`src/rtl/nfr_pkg.sv`:
```
`default_nettype none

package nfr_pkg;

    localparam int BLOCK_W = 24;
    localparam int POS_W   = 4;
    localparam int ACC_W   = BLOCK_W + 4;

    // request codes
    localparam logic [1:0] REQ_START = 2'd0;
    localparam logic [1:0] REQ_BYTE  = 2'd1;
    localparam logic [1:0] REQ_TICK  = 2'd2;

    // result kinds
    localparam logic [1:0] KIND_DATA     = 2'd0;
    localparam logic [1:0] KIND_COMMIT   = 2'd1;
    localparam logic [1:0] KIND_ACK      = 2'd2;
    localparam logic [1:0] KIND_COMPLETE = 2'd3;

    // framing bytes
    localparam logic [7:0] START_BYTE  = 8'd17;
    localparam logic [7:0] MARKER_BYTE = 8'd18;
    localparam logic [7:0] END_BYTE    = 8'd19;
    localparam logic [7:0] LAST_BYTE   = 8'd21;
    localparam logic [7:0] DIGIT_0     = 8'h30;
    localparam logic [7:0] DIGIT_9     = 8'h39;

    localparam logic [BLOCK_W-1:0] HDR_SAT = {BLOCK_W{1'b1}};

    typedef struct packed {
        logic [1:0]         out_kind;
        logic [7:0]         out_byte;
        logic [BLOCK_W-1:0] ack_number;
        logic               abandoned;
    } t_result;

    // highest block number before the count wraps to zero
    function automatic logic [BLOCK_W-1:0] block_limit(input int digits);
        longint unsigned p;
        p = 64'd1;
        for (int i = 0; i < digits; i++) begin
            p = p * 64'd10;
        end
        p = p - 64'd1;
        if (p > 64'hFF_FFFE) begin
            p = 64'hFF_FFFE;
        end
        return p[BLOCK_W-1:0];
    endfunction

endpackage

`default_nettype wire

```
`src/rtl/nfr_in_if.sv`:
```
`default_nettype none

interface nfr_in_if;
    logic       valid;
    logic       ready;
    logic [1:0] req_type;
    logic [7:0] rx_byte;

    modport source (output valid, output req_type, output rx_byte, input ready);
    modport sink   (input valid, input req_type, input rx_byte, output ready);
endinterface

`default_nettype wire

```
`src/rtl/nfr_out_if.sv`:
```
`default_nettype none

interface nfr_out_if;
    logic        valid;
    logic        ready;
    logic [1:0]  out_kind;
    logic [7:0]  out_byte;
    logic [23:0] ack_number;
    logic        abandoned;

    modport source (output valid, output out_kind, output out_byte, output ack_number,
                    output abandoned, input ready);
    modport sink   (input valid, input out_kind, input out_byte, input ack_number,
                    input abandoned, output ready);
endinterface

`default_nettype wire

```
`src/rtl/numbered_frame_receiver.sv`:
```
`default_nettype none

// Receive side of a stop-and-wait transfer of numbered frames. Each input
// transaction is a start request, a received byte or a timeout tick; it
// yields at most one result: a tentative data byte, a frame commit, an ack
// request carrying the expected block number, or transfer completion. One
// transaction is taken every cycle: the frame state updates in a single pass
// and the result goes to an output register, so input is held back only
// while that register is full and the sink is not ready. A result appears
// in the cycle after its transaction is accepted.
module numbered_frame_receiver
    import nfr_pkg::*;
#(
    parameter int NUM_DIGITS = 7
) (
    input  wire logic  i_clk,
    input  wire logic  i_rst_n,
    nfr_in_if.sink     i_in,
    nfr_out_if.source  o_out
);

    logic    accept;
    logic    space;
    logic    res_valid;
    t_result res;
    t_result out_res;

    assign i_in.ready = space;
    assign accept     = i_in.valid && space;

    nfr_core #(
        .NUM_DIGITS (NUM_DIGITS)
    ) u_core (
        .i_clk       (i_clk),
        .i_rst_n     (i_rst_n),
        .i_accept    (accept),
        .i_req_type  (i_in.req_type),
        .i_rx_byte   (i_in.rx_byte),
        .o_res_valid (res_valid),
        .o_res       (res)
    );

    nfr_out_reg u_out_reg (
        .i_clk       (i_clk),
        .i_rst_n     (i_rst_n),
        .i_load      (accept && res_valid),
        .i_res       (res),
        .i_out_ready (o_out.ready),
        .o_space     (space),
        .o_valid     (o_out.valid),
        .o_res       (out_res)
    );

    assign o_out.out_kind   = out_res.out_kind;
    assign o_out.out_byte   = out_res.out_byte;
    assign o_out.ack_number = out_res.ack_number;
    assign o_out.abandoned  = out_res.abandoned;

endmodule

`default_nettype wire

```
`src/rtl/nfr_core.sv`:
```
`default_nettype none

module nfr_core
    import nfr_pkg::*;
#(
    parameter int NUM_DIGITS = 7
) (
    input  wire logic       i_clk,
    input  wire logic       i_rst_n,
    input  wire logic       i_accept,
    input  wire logic [1:0] i_req_type,
    input  wire logic [7:0] i_rx_byte,
    output logic            o_res_valid,
    output t_result         o_res
);

    localparam logic [BLOCK_W-1:0] LIMIT    = block_limit(NUM_DIGITS);
    localparam logic [POS_W-1:0]   POS_LAST = POS_W'(NUM_DIGITS);
    localparam logic [POS_W-1:0]   POS_MARK = POS_W'(NUM_DIGITS + 1);
    localparam logic [POS_W-1:0]   POS_DATA = POS_W'(NUM_DIGITS + 2);

    logic               r_active, n_active;
    logic [POS_W-1:0]   r_frame_pos, n_frame_pos;
    logic [BLOCK_W-1:0] r_expected, n_expected;
    logic [BLOCK_W-1:0] r_header, n_header;
    logic               r_discarding, n_discarding;
    logic               r_data_emitted, n_data_emitted;

    logic               is_digit;
    logic [ACC_W-1:0]   acc;
    logic [BLOCK_W-1:0] next_block;

    assign is_digit   = (i_rx_byte >= DIGIT_0) && (i_rx_byte <= DIGIT_9);
    // header * 10 + digit, as two shifts and two adds
    assign acc        = {1'b0, r_header, 3'b000} + {3'b000, r_header, 1'b0}
                        + ACC_W'(i_rx_byte[3:0]);
    assign next_block = (r_expected >= LIMIT) ? '0 : r_expected + BLOCK_W'(1);

    always_comb begin
        n_active       = r_active;
        n_frame_pos    = r_frame_pos;
        n_expected     = r_expected;
        n_header       = r_header;
        n_discarding   = r_discarding;
        n_data_emitted = r_data_emitted;
        o_res_valid    = 1'b0;
        o_res          = '0;

        if (i_req_type == REQ_START) begin
            n_active       = 1'b1;
            n_frame_pos    = '0;
            n_expected     = '0;
            n_header       = '0;
            n_discarding   = 1'b0;
            n_data_emitted = 1'b0;
        end else if (r_active && i_req_type == REQ_TICK) begin
            // drop the partial frame and ask for the expected block again
            o_res_valid        = 1'b1;
            o_res.out_kind     = KIND_ACK;
            o_res.ack_number   = r_expected;
            o_res.abandoned    = r_data_emitted;
            n_frame_pos        = '0;
            n_header           = '0;
            n_data_emitted     = 1'b0;
            n_discarding       = 1'b0;
        end else if (r_active && i_req_type == REQ_BYTE && !r_discarding) begin
            if (r_frame_pos == '0) begin
                if (i_rx_byte != START_BYTE) begin
                    n_discarding = 1'b1;
                end else begin
                    n_frame_pos = POS_W'(1);
                end
            end else if (r_frame_pos <= POS_LAST) begin
                if (!is_digit) begin
                    n_discarding   = 1'b1;
                    n_frame_pos    = '0;
                    n_header       = '0;
                    n_data_emitted = 1'b0;
                end else begin
                    n_header    = (acc > ACC_W'(HDR_SAT)) ? HDR_SAT : acc[BLOCK_W-1:0];
                    n_frame_pos = r_frame_pos + POS_W'(1);
                end
            end else if (r_frame_pos == POS_MARK) begin
                if (i_rx_byte != MARKER_BYTE || r_header != r_expected) begin
                    n_discarding   = 1'b1;
                    n_frame_pos    = '0;
                    n_header       = '0;
                    n_data_emitted = 1'b0;
                end else begin
                    n_frame_pos = POS_DATA;
                end
            end else if (i_rx_byte == END_BYTE || i_rx_byte == LAST_BYTE) begin
                o_res_valid    = 1'b1;
                o_res.out_kind = (i_rx_byte == END_BYTE) ? KIND_COMMIT : KIND_COMPLETE;
                n_expected     = next_block;
                n_frame_pos    = '0;
                n_header       = '0;
                n_data_emitted = 1'b0;
                if (i_rx_byte == LAST_BYTE) begin
                    n_active = 1'b0;
                end
            end else begin
                o_res_valid    = 1'b1;
                o_res.out_kind = KIND_DATA;
                o_res.out_byte = i_rx_byte;
                n_data_emitted = 1'b1;
            end
        end
    end

    always_ff @(posedge i_clk) begin
        if (!i_rst_n) begin
            r_active       <= 1'b0;
            r_frame_pos    <= '0;
            r_expected     <= '0;
            r_header       <= '0;
            r_discarding   <= 1'b0;
            r_data_emitted <= 1'b0;
        end else if (i_accept) begin
            r_active       <= n_active;
            r_frame_pos    <= n_frame_pos;
            r_expected     <= n_expected;
            r_header       <= n_header;
            r_discarding   <= n_discarding;
            r_data_emitted <= n_data_emitted;
        end
    end

endmodule

`default_nettype wire

```
`src/rtl/nfr_out_reg.sv`:
```
`default_nettype none

module nfr_out_reg
    import nfr_pkg::*;
(
    input  wire logic    i_clk,
    input  wire logic    i_rst_n,
    input  wire logic    i_load,
    input  wire t_result i_res,
    input  wire logic    i_out_ready,
    output logic         o_space,
    output logic         o_valid,
    output t_result      o_res
);

    logic    r_valid;
    t_result r_res;

    // room for a new result when empty or when the held one leaves this cycle
    assign o_space = !r_valid || i_out_ready;
    assign o_valid = r_valid;
    assign o_res   = r_res;

    always_ff @(posedge i_clk) begin
        if (!i_rst_n) begin
            r_valid <= 1'b0;
        end else if (i_load) begin
            r_valid <= 1'b1;
        end else if (i_out_ready) begin
            r_valid <= 1'b0;
        end
    end

    always_ff @(posedge i_clk) begin
        if (i_load) begin
            r_res <= i_res;
        end
    end

endmodule

`default_nettype wire
```
`src/flat_wrapper.sv`:
```
// flat-port wrapper written by rule: the top's interface ports become plain ports
module numbered_frame_receiver_flat import nfr_pkg::*;
#(
    parameter int NUM_DIGITS = 7
)
  (i_clk, i_rst_n, i_in_valid, i_in_req_type, i_in_rx_byte, i_in_ready, o_out_valid, o_out_out_kind, o_out_out_byte, o_out_ack_number, o_out_abandoned, o_out_ready);
  nfr_in_if i_in_i ();
  nfr_out_if o_out_i ();
  input  wire logic i_clk;
  input  wire logic i_rst_n;
  input wire logic [$bits(i_in_i.valid)-1:0] i_in_valid;
  input wire logic [$bits(i_in_i.req_type)-1:0] i_in_req_type;
  input wire logic [$bits(i_in_i.rx_byte)-1:0] i_in_rx_byte;
  output wire logic [$bits(i_in_i.ready)-1:0] i_in_ready;
  output wire logic [$bits(o_out_i.valid)-1:0] o_out_valid;
  output wire logic [$bits(o_out_i.out_kind)-1:0] o_out_out_kind;
  output wire logic [$bits(o_out_i.out_byte)-1:0] o_out_out_byte;
  output wire logic [$bits(o_out_i.ack_number)-1:0] o_out_ack_number;
  output wire logic [$bits(o_out_i.abandoned)-1:0] o_out_abandoned;
  input wire logic [$bits(o_out_i.ready)-1:0] o_out_ready;
  assign i_in_i.valid = i_in_valid;
  assign i_in_i.req_type = i_in_req_type;
  assign i_in_i.rx_byte = i_in_rx_byte;
  assign i_in_ready = i_in_i.ready;
  assign o_out_valid = o_out_i.valid;
  assign o_out_out_kind = o_out_i.out_kind;
  assign o_out_out_byte = o_out_i.out_byte;
  assign o_out_ack_number = o_out_i.ack_number;
  assign o_out_abandoned = o_out_i.abandoned;
  assign o_out_i.ready = o_out_ready;
  numbered_frame_receiver #(.NUM_DIGITS(NUM_DIGITS)) u_core (.i_clk(i_clk), .i_rst_n(i_rst_n), .i_in(i_in_i), .o_out(o_out_i));
endmodule
```
`config.mk`:
```
export PLATFORM = sky130hd
export DESIGN_NAME = numbered_frame_receiver_flat
export DESIGN_NICKNAME = d
export VERILOG_FILES = /design/src/rtl/nfr_pkg.sv /design/src/rtl/nfr_in_if.sv /design/src/rtl/nfr_out_if.sv /design/src/rtl/numbered_frame_receiver.sv /design/src/rtl/nfr_core.sv /design/src/rtl/nfr_out_reg.sv /design/src/flat_wrapper.sv
export SDC_FILE = /design/constraint.sdc
export NUM_CORES = 1
export LEC_CHECK = 0
export BUFFER_PORTS_ARGS = -buffer_cell sky130_fd_sc_hd__buf_2
export CORE_MARGIN = 3
export CORE_UTILIZATION = 55
export CTS_CLUSTER_SIZE = 40
export DETAILED_ROUTE_END_ITERATION = 8
export PLACE_DENSITY = 0.77
export SYNTH_ARGS = -nofsm -noshare
export SYNTH_HDL_FRONTEND = slang
export SYNTH_SLANG_ARGS = --single-unit
```
`constraint.sdc`:
```
create_clock -name i_clk -period 3.2 [get_ports i_clk]
set_input_delay 0.8 -clock i_clk [delete_from_list [all_inputs] [get_ports i_clk]]
set_output_delay 0.8 -clock i_clk [all_outputs]
set_load 0.005 [all_outputs]
```
==> results list <==
* Port Buffer Count: 50
* Period Utilization, post-route: 0.9827
* Combinational family with the most area after synthesis: simple AND/OR/NAND/NOR gates
- Synthesized netlist net count: about 780
- Of the post-synthesis cell area, the dominant cell type holds 0.1778.
- Worst Path Required: 3.41 ns
* Critical path startpoint category: input pin
* Hold_sp: u_core.u_core.r_discarding
- Clock tree from TritonCTS: built
- For hold timing, the worst endpoint is u_core.u_core.r_discarding.
- Most used flip-flop cell after synthesis: sky130_fd_sc_hd__dfxtp_1
- The analysis attributes to cell leakage a power of roughly 2.8 nW.
- Post-CTS clock slew at the launch and capture registers of the worst setup and hold paths: approximately 0.070 ns
* Starting DRC count in detailed routing: just under 500
- The net count of the finished layout is ~830.
- DP HPWL: 12060 um
- Across all hold checks on the routed design, the worst slack comes to just under 0.5 ns.
* Worst-case reg-to-reg path depth: 11
- DRC: 0
- In the final routed layout, each cell accounts on average for between 15 and 20 um.
- End of the worst register-to-register path: u_core.u_core.r_header[0]
* Post-synthesis sequential area ratio: 0.3444
- The die covers approximately 13000 um^2.
- Design Area, Final: between 7000 and 8000 um^2
- Using the TritonRoute via totals, the vias-per-cell ratio works out to between 6 and 7.
- The floorplan has 38 rows.
* # diodes: 0
- Area share of and/or/nand/nor cells after synthesis: 0.2258
* Worst setup slack for register-to-register paths: 0.08 ns
- Cell internal pwr: roughly 1.8 mW
* Clock skew: roughly 0.008 ns
- From synthesis to final layout, the design area changed by 14.64%.
- Initial Util: 0.5717
- The die is 113.1 um tall.
- Unrepaired setup endpoints after global routing: yes
* Final cell utilization of the core: 0.6554
* Most repeated cell in the gate-level netlist after synthesis: sky130_fd_sc_hd__nand2_1
* Number of enable-type register cells in the synthesized netlist: 35
- Worst hold-check path type: reg2reg
- Of the cells placed in the final design, the portion with a size suffix greater than 1 is 0.1816.
* Maximum fanout count along the critical path: 6
- Clock tree buffer depth: 2
- Remaining global-route overflow: 0
- In this run the power density over the cells is about 330 nW/um^2.
- The flow ran to the end, and the final reports show no timing, DRC or antenna violations.
- Counting flops and latches in the post-synthesis netlist gives ~90.
- Clock tree synthesis selected as its root buffer the cell sky130_fd_sc_hd__clkbuf_16.
- The fraction of the mapped netlist area in compound gates was 0.2081.
- Total of endpoints with negative setup slack in the final report: 0
* Number of global-route vias before repair: about 5200
* Routability congestion estimate: a little under 1
- The region available for standard cell placement spans about 11000 um^2.
- Post-route ant nets: 0
- Proportion of register bits with asynchronous set or reset after synthesis: 0
- The most critical setup path has its startpoint at i_in_rx_byte[3].
- Worst Tran Pin Value: around 0.65 ns
* Number of vias in the routed layout: 5664
* Multiplexer fraction of the synthesized cell area: 0.001587
- Of the total power, the share spent switching nets is 0.2380.
- TritonCTS created 9 clock buffers.
- After synthesis the cells add up to between 6000 and 7000 um^2.
* Type of destination of the critical path: flop
- The commonest cells after synthesis are 76 x sky130_fd_sc_hd__nand2_1, 56 x sky130_fd_sc_hd__dfxtp_1, 53 x sky130_fd_sc_hd__nor2_1, 50 x sky130_fd_sc_hd__ha_1, 43 x sky130_fd_sc_hd__and2_1.
- Synthesis produced a netlist whose cell count is approximately 700.
* Top-level I/O count: between 50 and 60
- Slew Viols, Final: 0
* Yosys warnings: 0
- Across the run, the number of max-cap violations was 0.
* CTS H-Tree Depth: 3
- From left edge to right edge, the die measures between 100 and 150 um.
* NetSw: between 500 and 600 uW
- Of the total power, registers draw 0.511.
* Total placed instance area: a little under 7000 um^2
* Wire length of the first global-routing pass: around 26000 um
- Total negative setup slack: 0 ns
- Post-synthesis cell type count: 70
- Critical setup path kind: in2reg
- The hold violation count in the final report is 0.
* Number of antenna violations at the first check in global routing: 0
* Pin count of the biggest net entering global routing: 31
- Clock latency at the later pin of the worst-skew pair: approximately 0.34 ns
- Static timing analysis puts the maximum clock frequency at 318.0 MHz.
- The worst pin sits at a relative slew slack of 0.5618.
- The share of total power dissipated in the clock network is 0.404.
- For this run, the total global-route usage over all layers was measured as 0.2516.
* Data arrival time of the worst path: ~3.4 ns
- Minimum clock period: approximately 3.1 ns
- Avg Inst Size Synth: a little under 9 um^2
* Leading cell types by total area after synthesis: sky130_fd_sc_hd__dfxtp_1 18%, sky130_fd_sc_hd__edfxtp_1 17%, sky130_fd_sc_hd__ha_1 9.9%
- Final routed wirelength across all metal layers: around 16000 um
- Of the total synthesized cell area, the portion taken by full adders, half adders and majority gates is 0.1056.
* Number of cells traversed by the worst hold path: 2
* Parity-gate share of the synthesized area counting xor and xnor cells: 0.07083
* Drt pass-1 iters: 5
- IR analysis of the VDD net gives a maximum drop of 277.7 uV.
- Critical R2R Launch: u_core.u_core.r_header[0]
- For this design, the sink count on the clock tree is 91.
- The share of total power dissipated in combinational logic is 0.085.
* Library cell occupying the most area in the post-synthesis netlist: sky130_fd_sc_hd__dfxtp_1
per-stage QoR:
stage | total power, mW | std cells | setup slack (ns)
after floorplan | 1.349 | 710 | -0.05626
after global placement | 1.405 | 890 | -0.2237
after detailed placement | 1.411 | 890 | -0.3068
after CTS | 2.358 | 906 | 0.05669
after global routing | 2.458 | 911 | -0.05549
final | 2.381 | 911 | 0.05540
layer usage:
metal	GRT usage	share of wire	wire length [um]
met3	0.03316	0.062	1002
met1	0.3345	0.43	6953
met5	0	0	0
met4	0.08814	0.025	410
met2	0.4218	0.48	7784
cells in the final DEF, fill, tap and decap left out, types with 11 or more instances in the layout:
| cell | n |
|---|---|
| sky130_fd_sc_hd__a21oi_1 | 32 |
| sky130_fd_sc_hd__a32oi_1 | 16 |
| sky130_fd_sc_hd__and2_1 | 43 |
| sky130_fd_sc_hd__buf_2 | 49 |
| sky130_fd_sc_hd__buf_4 | 29 |
| sky130_fd_sc_hd__clkbuf_16 | 11 |
| sky130_fd_sc_hd__dfxtp_1 | 56 |
| sky130_fd_sc_hd__edfxtp_1 | 35 |
| sky130_fd_sc_hd__ha_1 | 47 |
| sky130_fd_sc_hd__inv_1 | 17 |
| sky130_fd_sc_hd__nand2_1 | 76 |
| sky130_fd_sc_hd__nand3_1 | 28 |
| sky130_fd_sc_hd__nand4_1 | 18 |
| sky130_fd_sc_hd__nor2_1 | 53 |
| sky130_fd_sc_hd__o211ai_1 | 12 |
| sky130_fd_sc_hd__o21ai_0 | 26 |
| sky130_fd_sc_hd__o21ai_1 | 24 |
| sky130_fd_sc_hd__o221ai_1 | 12 |
| sky130_fd_sc_hd__xnor2_1 | 35 |
| sky130_fd_sc_hd__xor2_1 | 16 |
worst max path at each step:
stage	end	slack (ns)	cells after the start
after global routing	u_core.u_core.r_header[3]	-0.06	12
final	u_core.u_core.r_header[0]	0.06	12
after floorplan	u_core.u_core.r_header[22]	-0.06	10
after global placement	u_core.u_core.r_header[23]	-0.22	11
after CTS	u_core.u_core.r_header[20]	0.06	11
after detailed placement	u_core.u_core.r_header[20]	-0.31	11
layout make-up:
| class | count | area, um^2 |
|---|---|---|
| Clock buffer | 9 | 225.2 |
| Clock inverter | 7 | 45.04 |
| Fill cell | 922 | 3801 |
| Inverter | 17 | 63.81 |
| Multi-Input combinational cell | 562 | 3961 |
| Sequential cell | 91 | 2172 |
| Tap cell | 140 | 175.2 |
| Timing Repair Buffer | 85 | 586.8 |
power groups by stage:
stage | combinational, mW | sequential [mW] | clock (mW)
6_report | 0.203 | 1.22 | 0.962
5_1_grt | 0.220 | 1.22 | 1.02
4_1_cts | 0.171 | 1.22 | 0.971
3_5_place_dp | 0.169 | 1.24 | 0
3_3_place_gp | 0.163 | 1.24 | 0
2_1_floorplan | 0.109 | 1.24 | 0
worst max-delay path, cell delays in order:
cell                        delay [ns]
sky130_fd_sc_hd__buf_6            0.10
sky130_fd_sc_hd__fa_2             0.57
sky130_fd_sc_hd__ha_4             0.22
sky130_fd_sc_hd__a211oi_4         0.27
sky130_fd_sc_hd__o211ai_1         0.13
sky130_fd_sc_hd__nand2_1          0.13
sky130_fd_sc_hd__a31oi_1          0.10
sky130_fd_sc_hd__or3_1            0.36
sky130_fd_sc_hd__a221oi_4         0.28
sky130_fd_sc_hd__buf_6            0.17
sky130_fd_sc_hd__clkbuf_16        0.15
sky130_fd_sc_hd__a211oi_1         0.06
registers in the layout, indices dropped and copies added, names as in the netlist:
signal                        count
u_core.u_core.r_frame_pos         4
u_core.u_core.r_header           24
u_core.u_core.r_discarding        1
u_core.u_out_reg.o_valid          1
u_core.u_core.r_expected         24
u_core.u_out_reg.o_res           35
u_core.u_core.r_data_emitted      1
u_core.u_core.r_active            1
cell families (layout without fill, tap and decap cells):
family / Yosys count / count (layout)
AOI/OAI and AO/OA: 187 / 187
muxes: 1 / 1
xor gates and xnor gates: 51 / 51
DFF: 91 / 91
and+or+nand+nor: 271 / 271
adders and majority gates: 52 / 52
buffers and inverters: 57 / 118
timing repair:
| action | in CTS | in global routing |
|---|---|---|
| setup buffers | 0 | 2 |
| hold buffers | 0 | 0 |
| gates resized for setup | 0 | 8 |
| endpoints found under the hold margin | 0 | 0 |
| setup endpoints to repair | 0 | 24 |
No activity file was read; power rests on OpenSTA's default activity.
